<file path="config.mk">
export PLATFORM = sky130hd
export DESIGN_NAME = certificate_text_to_word_parser_flat
export DESIGN_NICKNAME = d
export VERILOG_FILES = /design/src/hdl/cwp_pkg.sv /design/src/hdl/cwp_ifs.sv /design/src/hdl/certificate_text_to_word_parser.sv /design/src/flat_wrapper.sv
export SDC_FILE = /design/constraint.sdc
export NUM_CORES = 1
export LEC_CHECK = 0
export BUFFER_PORTS_ARGS = -buffer_cell sky130_fd_sc_hd__clkbuf_2
export CAP_MARGIN = 10
export CORE_ASPECT_RATIO = 1.2
export CORE_MARGIN = 3
export CORE_UTILIZATION = 40
export CTS_BUF_LIST = sky130_fd_sc_hd__clkbuf_8
export DETAILED_ROUTE_END_ITERATION = 8
export SYNTH_ARGS = -nofsm -noshare
export SYNTH_HDL_FRONTEND = slang
export SYNTH_SLANG_ARGS = --single-unit
</file>
<file path="constraint.sdc">
create_clock -name clk -period 6.6 [get_ports clk]
set_input_delay 1.98 -clock clk [delete_from_list [all_inputs] [get_ports clk]]
set_output_delay 1.98 -clock clk [all_outputs]
set_load 0.02 [all_outputs]
</file>
<file path="src/hdl/cwp_pkg.sv">
// Package for the certificate text-to-word parser.
// Holds field widths, error codes, packing constants and character helpers.
// No dependencies.
`default_nettype none

package cwp_pkg;

  localparam int unsigned ByteW  = 8;
  localparam int unsigned WordW  = 64;
  localparam int unsigned DegW   = 6;
  localparam int unsigned ErrW   = 3;
  localparam int unsigned DegShift = 48;

  localparam logic [DegW-1:0]  DegLimitReset = DegW'(47);
  localparam logic [WordW-1:0] AllOnes       = {WordW{1'b1}};

  typedef logic [ByteW-1:0] byte_t;
  typedef logic [WordW-1:0] word_t;
  typedef logic [DegW-1:0]  deg_t;

  typedef enum logic [ErrW-1:0] {
    ERR_NONE      = 3'd0,
    ERR_NO_LINE   = 3'd1,
    ERR_LINE_MISM = 3'd2,
    ERR_NOT_U_DIG = 3'd3,
    ERR_NO_P      = 3'd4,
    ERR_BAD_HEX   = 3'd5,
    ERR_SIZE_MISM = 3'd6
  } err_t;

  localparam byte_t ChSpace = 8'h20;
  localparam byte_t ChTab   = 8'h09;
  localparam byte_t ChLf    = 8'h0A;
  localparam byte_t ChCr    = 8'h0D;
  localparam byte_t ChZero  = 8'h30;
  localparam byte_t ChNine  = 8'h39;
  localparam byte_t ChU     = 8'h75;
  localparam byte_t ChP     = 8'h70;
  localparam byte_t ChLowA  = 8'h61;
  localparam byte_t ChLowF  = 8'h66;
  localparam byte_t ChUpA   = 8'h41;
  localparam byte_t ChUpF   = 8'h46;

  // Returns {valid, value} for one hex character.
  function automatic logic [4:0] hex_digit(input byte_t c);
    logic [4:0] r;
    r = 5'd0;
    if (c >= ChZero && c <= ChNine) begin
      r = {1'b1, 4'(c - ChZero)};
    end else if (c >= ChLowA && c <= ChLowF) begin
      r = {1'b1, 4'(c - ChLowA + 8'd10)};
    end else if (c >= ChUpA && c <= ChUpF) begin
      r = {1'b1, 4'(c - ChUpA + 8'd10)};
    end
    return r;
  endfunction

endpackage

`default_nettype wire

</file>
<file path="src/hdl/cwp_ifs.sv">
// Channel interfaces for the certificate text-to-word parser.
// Depends on cwp_pkg for field widths.
`default_nettype none

interface cwp_in_if;
  logic              valid;
  logic              ready;
  cwp_pkg::byte_t    text_byte;
  logic              end_of_input;

  modport source (output valid, output text_byte, output end_of_input, input ready);
  modport sink   (input valid, input text_byte, input end_of_input, output ready);
endinterface

interface cwp_out_if;
  logic                          valid;
  logic                          ready;
  cwp_pkg::word_t                packed_word;
  logic                          word_valid;
  logic                          finished;
  logic [cwp_pkg::ErrW-1:0]      error_code;

  modport source (output valid, output packed_word, output word_valid, output finished,
                  output error_code, input ready);
  modport sink   (input valid, input packed_word, input word_valid, input finished,
                  input error_code, output ready);
endinterface

interface cwp_cfg_if;
  logic           valid;
  logic           ready;
  cwp_pkg::deg_t  degree_limit;

  modport source (output valid, output degree_limit, input ready);
  modport sink   (input valid, input degree_limit, output ready);
endinterface

`default_nettype wire

</file>
<file path="src/hdl/certificate_text_to_word_parser.sv">
// Top level of the certificate text-to-word parser.
// Depends on cwp_pkg and the channel interfaces in cwp_ifs.sv.
//
//   channel  direction  payload                                         transaction
//   in_ch    in         text_byte[7:0], end_of_input                     valid & ready
//   out_ch   out        packed_word[63:0], word_valid, finished,         valid & ready
//                       error_code[2:0]
//   cfg_ch   in         degree_limit[5:0]                                valid & ready
//
// One byte per cycle while the output is not stalled: a byte is registered in the input
// register, parsed from there, and a result, if any, is written into the output register.
// The parse cycle is set by the 64-bit multiply-by-ten add and line-number compare.
// The input register moves on whenever the output register is empty or being taken.
// Reset is synchronous and active low; cfg_ch is always ready.
`default_nettype none

module certificate_text_to_word_parser (
  input  wire logic     clk,
  input  wire logic     rst_n,
  cwp_in_if.sink        in_ch,
  cwp_out_if.source     out_ch,
  cwp_cfg_if.sink       cfg_ch
);

  typedef enum logic [2:0] {
    PH_WS   = 3'd0,
    PH_NUM  = 3'd1,
    PH_GAP  = 3'd2,
    PH_DEG  = 3'd3,
    PH_PREP = 3'd4,
    PH_HEX  = 3'd5,
    PH_SKIP = 3'd6,
    PH_DONE = 3'd7
  } phase_t;

  phase_t          phase_r, phase_nxt;
  cwp_pkg::word_t  exp_r, exp_nxt;
  cwp_pkg::word_t  dec_r, dec_nxt;
  cwp_pkg::deg_t   deg_r, deg_nxt;
  cwp_pkg::word_t  hex_r, hex_nxt;
  cwp_pkg::deg_t   limit_r;

  logic            s1_valid_r;
  cwp_pkg::byte_t  s1_byte_r;
  logic            s1_eof_r;
  logic            s1_fire;

  logic            out_valid_r;
  cwp_pkg::word_t  out_word_r;
  logic            out_wv_r;
  logic            out_fin_r;
  cwp_pkg::err_t   out_err_r;

  logic            res_fire;
  cwp_pkg::word_t  res_word;
  logic            res_wv;
  logic            res_fin;
  cwp_pkg::err_t   res_err;

  logic            eof, blank, digit, is_lf, is_cr, is_sp;
  logic [3:0]      dv;
  logic [4:0]      hd;
  cwp_pkg::word_t  mul10;
  cwp_pkg::word_t  upper_mask;
  logic            size_ok;
  logic            gap_go, prep_go;

  assign s1_fire     = s1_valid_r && (!out_valid_r || out_ch.ready);
  assign in_ch.ready = !s1_valid_r || s1_fire;
  assign cfg_ch.ready = 1'b1;

  assign out_ch.valid       = out_valid_r;
  assign out_ch.packed_word = out_word_r;
  assign out_ch.word_valid  = out_wv_r;
  assign out_ch.finished    = out_fin_r;
  assign out_ch.error_code  = out_err_r;

  assign eof   = s1_eof_r;
  assign is_sp = !eof && s1_byte_r == cwp_pkg::ChSpace;
  assign is_lf = !eof && s1_byte_r == cwp_pkg::ChLf;
  assign is_cr = !eof && s1_byte_r == cwp_pkg::ChCr;
  assign blank = is_sp || (!eof && s1_byte_r == cwp_pkg::ChTab);
  assign digit = !eof && s1_byte_r >= cwp_pkg::ChZero && s1_byte_r <= cwp_pkg::ChNine;
  assign dv    = digit ? 4'(s1_byte_r - cwp_pkg::ChZero) : 4'd0;
  assign hd    = eof ? 5'd0 : cwp_pkg::hex_digit(s1_byte_r);
  assign mul10 = (dec_r << 3) + (dec_r << 1) + cwp_pkg::WordW'(dv);

  // The payload is well sized when bit d is set and nothing above it is.
  assign upper_mask = (cwp_pkg::AllOnes << deg_r) << 1;
  assign size_ok    = hex_r[deg_r] && ((hex_r & upper_mask) == '0);

  always_comb begin
    phase_nxt = phase_r;
    exp_nxt   = exp_r;
    dec_nxt   = dec_r;
    deg_nxt   = deg_r;
    hex_nxt   = hex_r;
    res_fire  = 1'b0;
    res_word  = '0;
    res_wv    = 1'b0;
    res_fin   = 1'b0;
    res_err   = cwp_pkg::ERR_NONE;
    gap_go    = 1'b0;
    prep_go   = 1'b0;
    if (s1_fire) begin
      unique case (phase_r)
        PH_WS: begin
          if (eof) begin
            phase_nxt = PH_DONE;
            res_fire  = 1'b1;
            res_fin   = 1'b1;
          end else if (blank || is_lf || is_cr) begin
            phase_nxt = PH_WS;
          end else if (digit) begin
            dec_nxt   = cwp_pkg::WordW'(dv);
            phase_nxt = PH_NUM;
          end else begin
            phase_nxt = PH_DONE;
            res_fire  = 1'b1;
            res_fin   = 1'b1;
            res_err   = cwp_pkg::ERR_NO_LINE;
          end
        end
        PH_NUM: begin
          if (digit) begin
            dec_nxt = mul10;
          end else if (dec_r != exp_r) begin
            phase_nxt = PH_DONE;
            res_fire  = 1'b1;
            res_fin   = 1'b1;
            res_err   = cwp_pkg::ERR_LINE_MISM;
          end else begin
            gap_go = 1'b1;
          end
        end
        PH_GAP:  gap_go = 1'b1;
        PH_DEG: begin
          if (digit) begin
            dec_nxt = mul10;
          end else begin
            prep_go = 1'b1;
          end
        end
        PH_PREP: prep_go = 1'b1;
        PH_HEX: begin
          if (eof || is_lf || is_cr || is_sp) begin
            if (!size_ok) begin
              phase_nxt = PH_DONE;
              res_fire  = 1'b1;
              res_fin   = 1'b1;
              res_err   = cwp_pkg::ERR_SIZE_MISM;
            end else begin
              exp_nxt   = exp_r + cwp_pkg::WordW'(1);
              phase_nxt = eof ? PH_DONE : PH_WS;
              res_fire  = 1'b1;
              res_wv    = 1'b1;
              res_fin   = eof;
              res_word  = (cwp_pkg::WordW'(deg_r) << cwp_pkg::DegShift) | hex_r;
            end
          end else if (!hd[4]) begin
            phase_nxt = PH_DONE;
            res_fire  = 1'b1;
            res_fin   = 1'b1;
            res_err   = cwp_pkg::ERR_BAD_HEX;
          end else begin
            hex_nxt = {hex_r[cwp_pkg::WordW-5:0], hd[3:0]};
          end
        end
        PH_SKIP: begin
          if (eof) begin
            phase_nxt = PH_DONE;
            res_fire  = 1'b1;
            res_fin   = 1'b1;
          end else if (is_lf) begin
            phase_nxt = PH_WS;
          end
        end
        PH_DONE: phase_nxt = PH_DONE;
        default: phase_nxt = PH_DONE;
      endcase

      if (gap_go) begin
        if (blank) begin
          phase_nxt = PH_GAP;
        end else if (!eof && s1_byte_r == cwp_pkg::ChU) begin
          exp_nxt   = exp_r + cwp_pkg::WordW'(1);
          phase_nxt = PH_SKIP;
          res_fire  = 1'b1;
          res_wv    = 1'b1;
          res_word  = cwp_pkg::AllOnes;
        end else if (digit) begin
          dec_nxt   = cwp_pkg::WordW'(dv);
          phase_nxt = PH_DEG;
        end else begin
          phase_nxt = PH_DONE;
          res_fire  = 1'b1;
          res_fin   = 1'b1;
          res_err   = cwp_pkg::ERR_NOT_U_DIG;
        end
      end

      if (prep_go) begin
        if (blank) begin
          phase_nxt = PH_PREP;
        end else if (eof || s1_byte_r != cwp_pkg::ChP) begin
          phase_nxt = PH_DONE;
          res_fire  = 1'b1;
          res_fin   = 1'b1;
          res_err   = cwp_pkg::ERR_NO_P;
        end else if (dec_r > cwp_pkg::WordW'(limit_r)) begin
          exp_nxt   = exp_r + cwp_pkg::WordW'(1);
          phase_nxt = PH_SKIP;
          res_fire  = 1'b1;
          res_wv    = 1'b1;
          res_word  = cwp_pkg::AllOnes;
        end else begin
          deg_nxt   = dec_r[cwp_pkg::DegW-1:0];
          hex_nxt   = '0;
          phase_nxt = PH_HEX;
        end
      end
    end
  end

  always_ff @(posedge clk) begin
    if (!rst_n) begin
      phase_r     <= PH_WS;
      exp_r       <= cwp_pkg::WordW'(1);
      dec_r       <= '0;
      deg_r       <= '0;
      hex_r       <= '0;
      limit_r     <= cwp_pkg::DegLimitReset;
      s1_valid_r  <= 1'b0;
      out_valid_r <= 1'b0;
    end else begin
      phase_r <= phase_nxt;
      exp_r   <= exp_nxt;
      dec_r   <= dec_nxt;
      deg_r   <= deg_nxt;
      hex_r   <= hex_nxt;
      if (cfg_ch.valid) begin
        limit_r <= cfg_ch.degree_limit;
      end
      if (in_ch.ready) begin
        s1_valid_r <= in_ch.valid;
      end
      if (in_ch.valid && in_ch.ready) begin
        s1_byte_r <= in_ch.text_byte;
        s1_eof_r  <= in_ch.end_of_input;
      end
      if (s1_fire && res_fire) begin
        out_valid_r <= 1'b1;
        out_word_r  <= res_word;
        out_wv_r    <= res_wv;
        out_fin_r   <= res_fin;
        out_err_r   <= res_err;
      end else if (out_ch.ready) begin
        out_valid_r <= 1'b0;
      end
    end
  end

endmodule

`default_nettype wire
</file>
<file path="src/flat_wrapper.sv">
// flat-port wrapper written by rule: the top's interface ports become plain ports
module certificate_text_to_word_parser_flat 
  (clk, rst_n, in_ch_valid, in_ch_text_byte, in_ch_end_of_input, in_ch_ready, out_ch_valid, out_ch_packed_word, out_ch_word_valid, out_ch_finished, out_ch_error_code, out_ch_ready, cfg_ch_valid, cfg_ch_degree_limit, cfg_ch_ready);
  cwp_in_if in_ch_i ();
  cwp_out_if out_ch_i ();
  cwp_cfg_if cfg_ch_i ();
  input  wire logic clk;
  input  wire logic rst_n;
  input wire logic [$bits(in_ch_i.valid)-1:0] in_ch_valid;
  input wire logic [$bits(in_ch_i.text_byte)-1:0] in_ch_text_byte;
  input wire logic [$bits(in_ch_i.end_of_input)-1:0] in_ch_end_of_input;
  output wire logic [$bits(in_ch_i.ready)-1:0] in_ch_ready;
  output wire logic [$bits(out_ch_i.valid)-1:0] out_ch_valid;
  output wire logic [$bits(out_ch_i.packed_word)-1:0] out_ch_packed_word;
  output wire logic [$bits(out_ch_i.word_valid)-1:0] out_ch_word_valid;
  output wire logic [$bits(out_ch_i.finished)-1:0] out_ch_finished;
  output wire logic [$bits(out_ch_i.error_code)-1:0] out_ch_error_code;
  input wire logic [$bits(out_ch_i.ready)-1:0] out_ch_ready;
  input wire logic [$bits(cfg_ch_i.valid)-1:0] cfg_ch_valid;
  input wire logic [$bits(cfg_ch_i.degree_limit)-1:0] cfg_ch_degree_limit;
  output wire logic [$bits(cfg_ch_i.ready)-1:0] cfg_ch_ready;
  assign in_ch_i.valid = in_ch_valid;
  assign in_ch_i.text_byte = in_ch_text_byte;
  assign in_ch_i.end_of_input = in_ch_end_of_input;
  assign in_ch_ready = in_ch_i.ready;
  assign out_ch_valid = out_ch_i.valid;
  assign out_ch_packed_word = out_ch_i.packed_word;
  assign out_ch_word_valid = out_ch_i.word_valid;
  assign out_ch_finished = out_ch_i.finished;
  assign out_ch_error_code = out_ch_i.error_code;
  assign out_ch_i.ready = out_ch_ready;
  assign cfg_ch_i.valid = cfg_ch_valid;
  assign cfg_ch_i.degree_limit = cfg_ch_degree_limit;
  assign cfg_ch_ready = cfg_ch_i.ready;
  certificate_text_to_word_parser u_core (.clk(clk), .rst_n(rst_n), .in_ch(in_ch_i), .out_ch(out_ch_i), .cfg_ch(cfg_ch_i));
endmodule
</file>
# == Word-level counts from Yosys, hierarchy flattened ==
# Index checks and enable logic that the tools add are counted.
# totals
output_inout_bits,72
input_bits,20
register_bits,287
word_cells,214
# classes
eq_ne,18
shift,1
n_bitwise,5
magnitude_cmp,8
muxes,125
n_addsub,8
reduce_logical,35
# ops
op,n
64-bit 2-to-1 mux,35
64-bit case mux with 2 select lines,1
3-bit 2-to-1 mux,31
"64-bit by 1-bit adder with 64-bit output, second input constant",1
64-bit by 4-bit adder with 64-bit output,1
64-bit adder,1
64-bit AND,1
64-bit by 6-bit > comparator with 1-bit output,1
64-bit zero test,1
64-bit inequality test,1
54-bit by 64-bit bitwise OR with 64-bit output,1
"64-bit by 6-bit left shift with 63-bit output, first input constant",1
1-bit 2-to-1 mux,44
"8-bit by 4-bit == test with 1-bit output, second input constant",3
5-bit 2-to-1 mux,4
"8-bit by 7-bit >= comparator with 1-bit output, second input constant",2
"8-bit by 7-bit less-or-equal comparator with 1-bit output, second input constant",2
3-bit case mux with 5 select lines,1
1-bit logical AND,14
"3-bit == test, second input constant",4
"4-bit by 1-bit subtractor with 4-bit output, second input constant",3
1-bit logical OR,9
3-bit case mux with 3 select lines,1
"4-bit adder, second input constant",2
other kinds (26),35

# == Longest topological paths before layout ==
# logic_depth
word_depth,20
ltp_mapped,20

# == Worst setup path before layout ==
# Ideal clock, no wire load.
# synth_path
path_kind,input -> register
startpoint,input port out_ch_ready
endpoint,"register u_core.out_err_r[0] (netlist: u_core.out_ch.error_code[0]), enable pin"
arrival_time_ns,4.353
setup_slack_ns,1.810
setup_time_ns,0.437
path_stages,4
required_ns,6.163
cell_sequence,nor2b_1 nor2b_1 clkbuf_1 o311a_1
# synth_via
elab_chain_len,5
# synth_lines
element,line_no,source
start: declaration,flat_wrapper.sv:18,input wire logic [$bits(out_ch_i.ready)-1:0] out_ch_ready;
1-bit logical OR (*),certificate_text_to_word_parser.sv:68,assign s1_fire = s1_valid_r && (!out_valid_r || out_ch.ready);
1-bit logical AND (*),certificate_text_to_word_parser.sv:68,
1-bit 2-to-1 mux,certificate_text_to_word_parser.sv:105,if (s1_fire) begin
1-bit logical AND (*),certificate_text_to_word_parser.sv:251,if (s1_fire && res_fire) begin
2-bit AND reduction (no source line) (*),--,
end signal: assignment,certificate_text_to_word_parser.sv:256,out_err_r <= res_err;
end: declaration,certificate_text_to_word_parser.sv:52,cwp_pkg::err_t out_err_r;
# Mark *: on every way between the ends. The rest lies on a longest branch, timed or not.
# A chain may end at the register's enable or synchronous reset.

# == Worst setup path in the final report ==
# layout_path
startpoint,register u_core.s1_byte_r[0]
endpoint,register u_core.dec_r[60]
# layout_via
elab_chain_len,12
# layout_lines
element,line_no,source
start: declaration,certificate_text_to_word_parser.sv:44,cwp_pkg::byte_t s1_byte_r;
start signal: assignment,certificate_text_to_word_parser.sv:248,s1_byte_r <= in_ch.text_byte;
branches (longest 11 deep; another with 64-bit by 4-bit adder with 64-bit output),--,
64-bit 2-to-1 mux (*),certificate_text_to_word_parser.sv:182,if (gap_go) begin
end signal: assignment,certificate_text_to_word_parser.sv:238,dec_r <= dec_nxt;
end: declaration,certificate_text_to_word_parser.sv:38,"cwp_pkg::word_t dec_r, dec_nxt;"
# Every way passes the cells marked *. The select of a mux whose other input is x is not followed.

==> results.sh <==
export IMPL_status="finished, final reports clean"
export IMPL_r2r_start="u_core.s1_byte_r[0]"
export IMPL_ys_seq_area_frac=0.360
export IMPL_gr_total_overflow=0
export IMPL_hold_violations=0
export IMPL_ys_warnings_count=0
export IMPL_ant_nets=0
export IMPL_crit_arrival_ps=5630
export IMPL_final_common_cell="nor2_1"
export IMPL_clk_latency_ps=590
export IMPL_reg2reg_to="u_core.dec_r[60]"
export IMPL_post_cts_resized=0
export IMPL_wirelength_um=54800
export IMPL_grt_max_degree=81
export IMPL_path_clk_slew_ps=60
export IMPL_vias_per_cell=5.92
export IMPL_required_ps=7020
export IMPL_initial_core_util=0.410
export IMPL_die_h_um=239
export IMPL_drt_first_pass_iters=7
export IMPL_cts_tree="done"
export IMPL_hold_path_startpoint="u_core.limit_r[3]"
export IMPL_drt_first_iter_violations=1197
export IMPL_place_gp_congestion=0.893
export IMPL_maxCapViolCount=0
export IMPL_area_delta_synth_final_pct=9.98
export IMPL_drc=0
export IMPL_finalSetupViolations=0
export IMPL_ir_worst_vdd_v=0.000103
export IMPL_whs_ps=494
export IMPL_hold_depth=2
export IMPL_crit_fanout=7
export IMPL_leakage_uw=0.00749
export IMPL_crit_type="reg2reg"
export IMPL_ioPinCount=92
export IMPL_final_area_um2=19900
export IMPL_vias=16600
export IMPL_clock_sinks=287
export IMPL_tightestPinTransition_ps=1120
export IMPL_place_hpwl_um=40300
export IMPL_fin_crit_ps=5200
export IMPL_syn_area_um2=18100
export IMPL_synth_edf_count=78
export IMPL_place_area_um2=19000
export IMPL_port_buffers=90
export IMPL_slew_viol_final=0
export IMPL_fin_nets=2316
export IMPL_ys_flop_type="dfxtp_1"
export IMPL_fin_skew_ps=18.3
export IMPL_fp_dieW_um=200
export IMPL_final_setup_tns_ps=0
export IMPL_min_to="u_core.limit_r[3]"
export IMPL_ys_types=79
export IMPL_cts_root_buf="clkbuf_8"
export IMPL_wl_per_cell_um=19.6
export IMPL_dieArea_um2=47900
export IMPL_rsz0062_at_grt="false"
export IMPL_finalNonFillerCells=2801
export IMPL_synthCells=2121
export IMPL_clock_fmax_mhz=192
export IMPL_cts_buffer_depth=3
export IMPL_ff2ff_setup_slack_ps=1400
export IMPL_min_period_over_period=0.788
export IMPL_ff2ff_path_depth=20
export IMPL_drive_gt1_frac=0.101
export IMPL_final_cell_mix="nor2_1 (308), dfxtp_1 (209), a21oi_1 (159), nand2_1 (156), ha_1 (134)"
export IMPL_start_kind="register"
export IMPL_place_inst=2710
export IMPL_postCtsSetupBuffers=0
export IMPL_hold_class="reg2reg"
export IMPL_ctsHoldBuffers=0
export IMPL_power_density_nw_per_um2=175
export IMPL_core_area_um2=44200
export IMPL_rows=84
export IMPL_htree_levels=2
export IMPL_syn_num_nets=2277
export IMPL_grt_pass1_wl_um=87700
export IMPL_postSynthAreaPerCell_um2=8.54
export IMPL_synthArstFlopShare=0
export IMPL_antenna_found_initial=1
export IMPL_cts_made_buffers=50
export IMPL_grt_total_usage=0.222
export IMPL_grt_pass1_vias=16300
export IMPL_end_kind="register"
export IMPL_relSlewSlack=0.255
export IMPL_ys_seq_elements=287
worst max-delay path, cell delays in order, from the launching register on:
cell and delay, ps:
edfxtp_1 440, inv_1 140, ha_1 230, o21ba_2 220, o2111ai_2 310, nand2b_1 340
nor2_1 110, ha_1 200, ha_1 220, fa_1 420, a211oi_1 370, o21ai_0 180
a32oi_1 310, a31oi_1 290, a211oi_1 280, nor2_1 150, a211oi_1 220, buf_4 190
o311ai_0 150, xnor2_1 170, o21ai_0 80
where the power goes:
group / switching (uW) / internal [uW] / total, uW / leakage, uW
Clock: 732 / 750 / 1480 / 0.000532
Sequential: 18.7 / 1830 / 1850 / 0.00232
Combinational: 115 / 46.2 / 161 / 0.00463
logic make-up (layout without fill, tap and decap cells):
kind of cell,Yosys count,after routing,share of synthesized area
muxes,26,26,0.0275
adders and majority gates,137,137,0.0953
xor gates and xnor gates,137,137,0.0662
buffers and inverters,176,253,0.0385
DFF,287,287,0.360
other,1,2,0.000207
and+or+nand+nor,752,752,0.195
AOI/OAI and AO/OA,605,605,0.218
registers in the layout (all words and copies together), names as in the netlist:
register / count
u_core.s1_valid_r: 1
u_core.deg_r: 6
u_core.out_ch.valid: 1
u_core.exp_r: 64
u_core.out_ch.finished: 1
u_core.eof: 1
u_core.out_ch.packed_word: 64
u_core.s1_byte_r: 8
u_core.out_ch.error_code: 3
u_core.dec_r: 64
u_core.out_ch.word_valid: 1
u_core.limit_r: 6
u_core.phase_r: 3
u_core.hex_r: 64
stage by stage:
stage / utilization / power [uW] / setup WS, ps
finish: 0.450 / 3500 / 1400
global route: 0.450 / 3630 / 988
CTS: 0.450 / 3550 / 1470
detailed placement: 0.430 / 2050 / 1500
global placement: 0.430 / 2050 / 1600
floorplan: - / 2000 / 1810
layer usage:
metal / GRT usage / share of wire / up-vias
met2: 0.399 / 0.50 / 563
met4: 0.102 / 0.044 / 0
met5: 0 / 0 / -
met3: 0.0269 / 0.048 / 148
met1: 0.266 / 0.41 / 7959
li1: - / - / 7910
Yosys cell counts (7+ instances only):
master | instances | area [um^2]
xor2_1 | 34 | 298
nand2b_1 | 14 | 87.6
o22ai_1 | 12 | 75.1
a22oi_1 | 101 | 758
a211oi_1 | 17 | 128
a31oi_1 | 18 | 113
o211ai_1 | 33 | 248
nor4_1 | 32 | 200
nor2b_1 | 13 | 81.3
mux4_2 | 19 | 428
edfxtp_1 | 78 | 2340
nor3_1 | 33 | 165
buf_1 | 14 | 52.6
xnor2_1 | 103 | 902
o2111ai_1 | 7 | 61.3
inv_1 | 47 | 176
and2_1 | 11 | 68.8
a21o_1 | 34 | 255
buf_2 | 8 | 40.0
o31ai_1 | 11 | 82.6
nand2_1 | 156 | 586
mux2i_1 | 7 | 70.1
nor2_1 | 308 | 1160
o21ai_0 | 113 | 566
a21oi_1 | 159 | 796
a221oi_1 | 7 | 61.3
or4_1 | 16 | 120
ha_1 | 134 | 1680
clkbuf_1 | 97 | 364
o21bai_1 | 10 | 75.1
dfxtp_1 | 209 | 4180
and3_1 | 25 | 156
nand3_1 | 39 | 195
o21a_1 | 18 | 135
nand4_1 | 46 | 288
or3_1 | 38 | 238
layout make-up:
class	count	area [um^2]
well taps	602	753
inverters	50	190
repair buffers	113	623
fillers	4423	24300
multi-input cells	1658	10900
clock inverters	36	153
flip-flops and latches	287	6530
clock buffers	54	743
diodes	1	2.50
worst max-delay path by stage:
stage / startpoint / to / slack (ps)
5_1_grt: u_core.s1_byte_r[0] / u_core.dec_r[60] / 990
3_5_place_dp: u_core.s1_byte_r[0] / u_core.dec_r[60] / 1500
6_report: u_core.s1_byte_r[0] / u_core.dec_r[60] / 1400
2_1_floorplan: out_ch_ready / u_core.out_ch.error_code[0] / 1810
3_3_place_gp: u_core.s1_byte_r[1] / u_core.dec_r[60] / 1600
4_1_cts: u_core.s1_byte_r[0] / u_core.dec_r[60] / 1470
No activity file was read; power rests on OpenSTA's default activity.
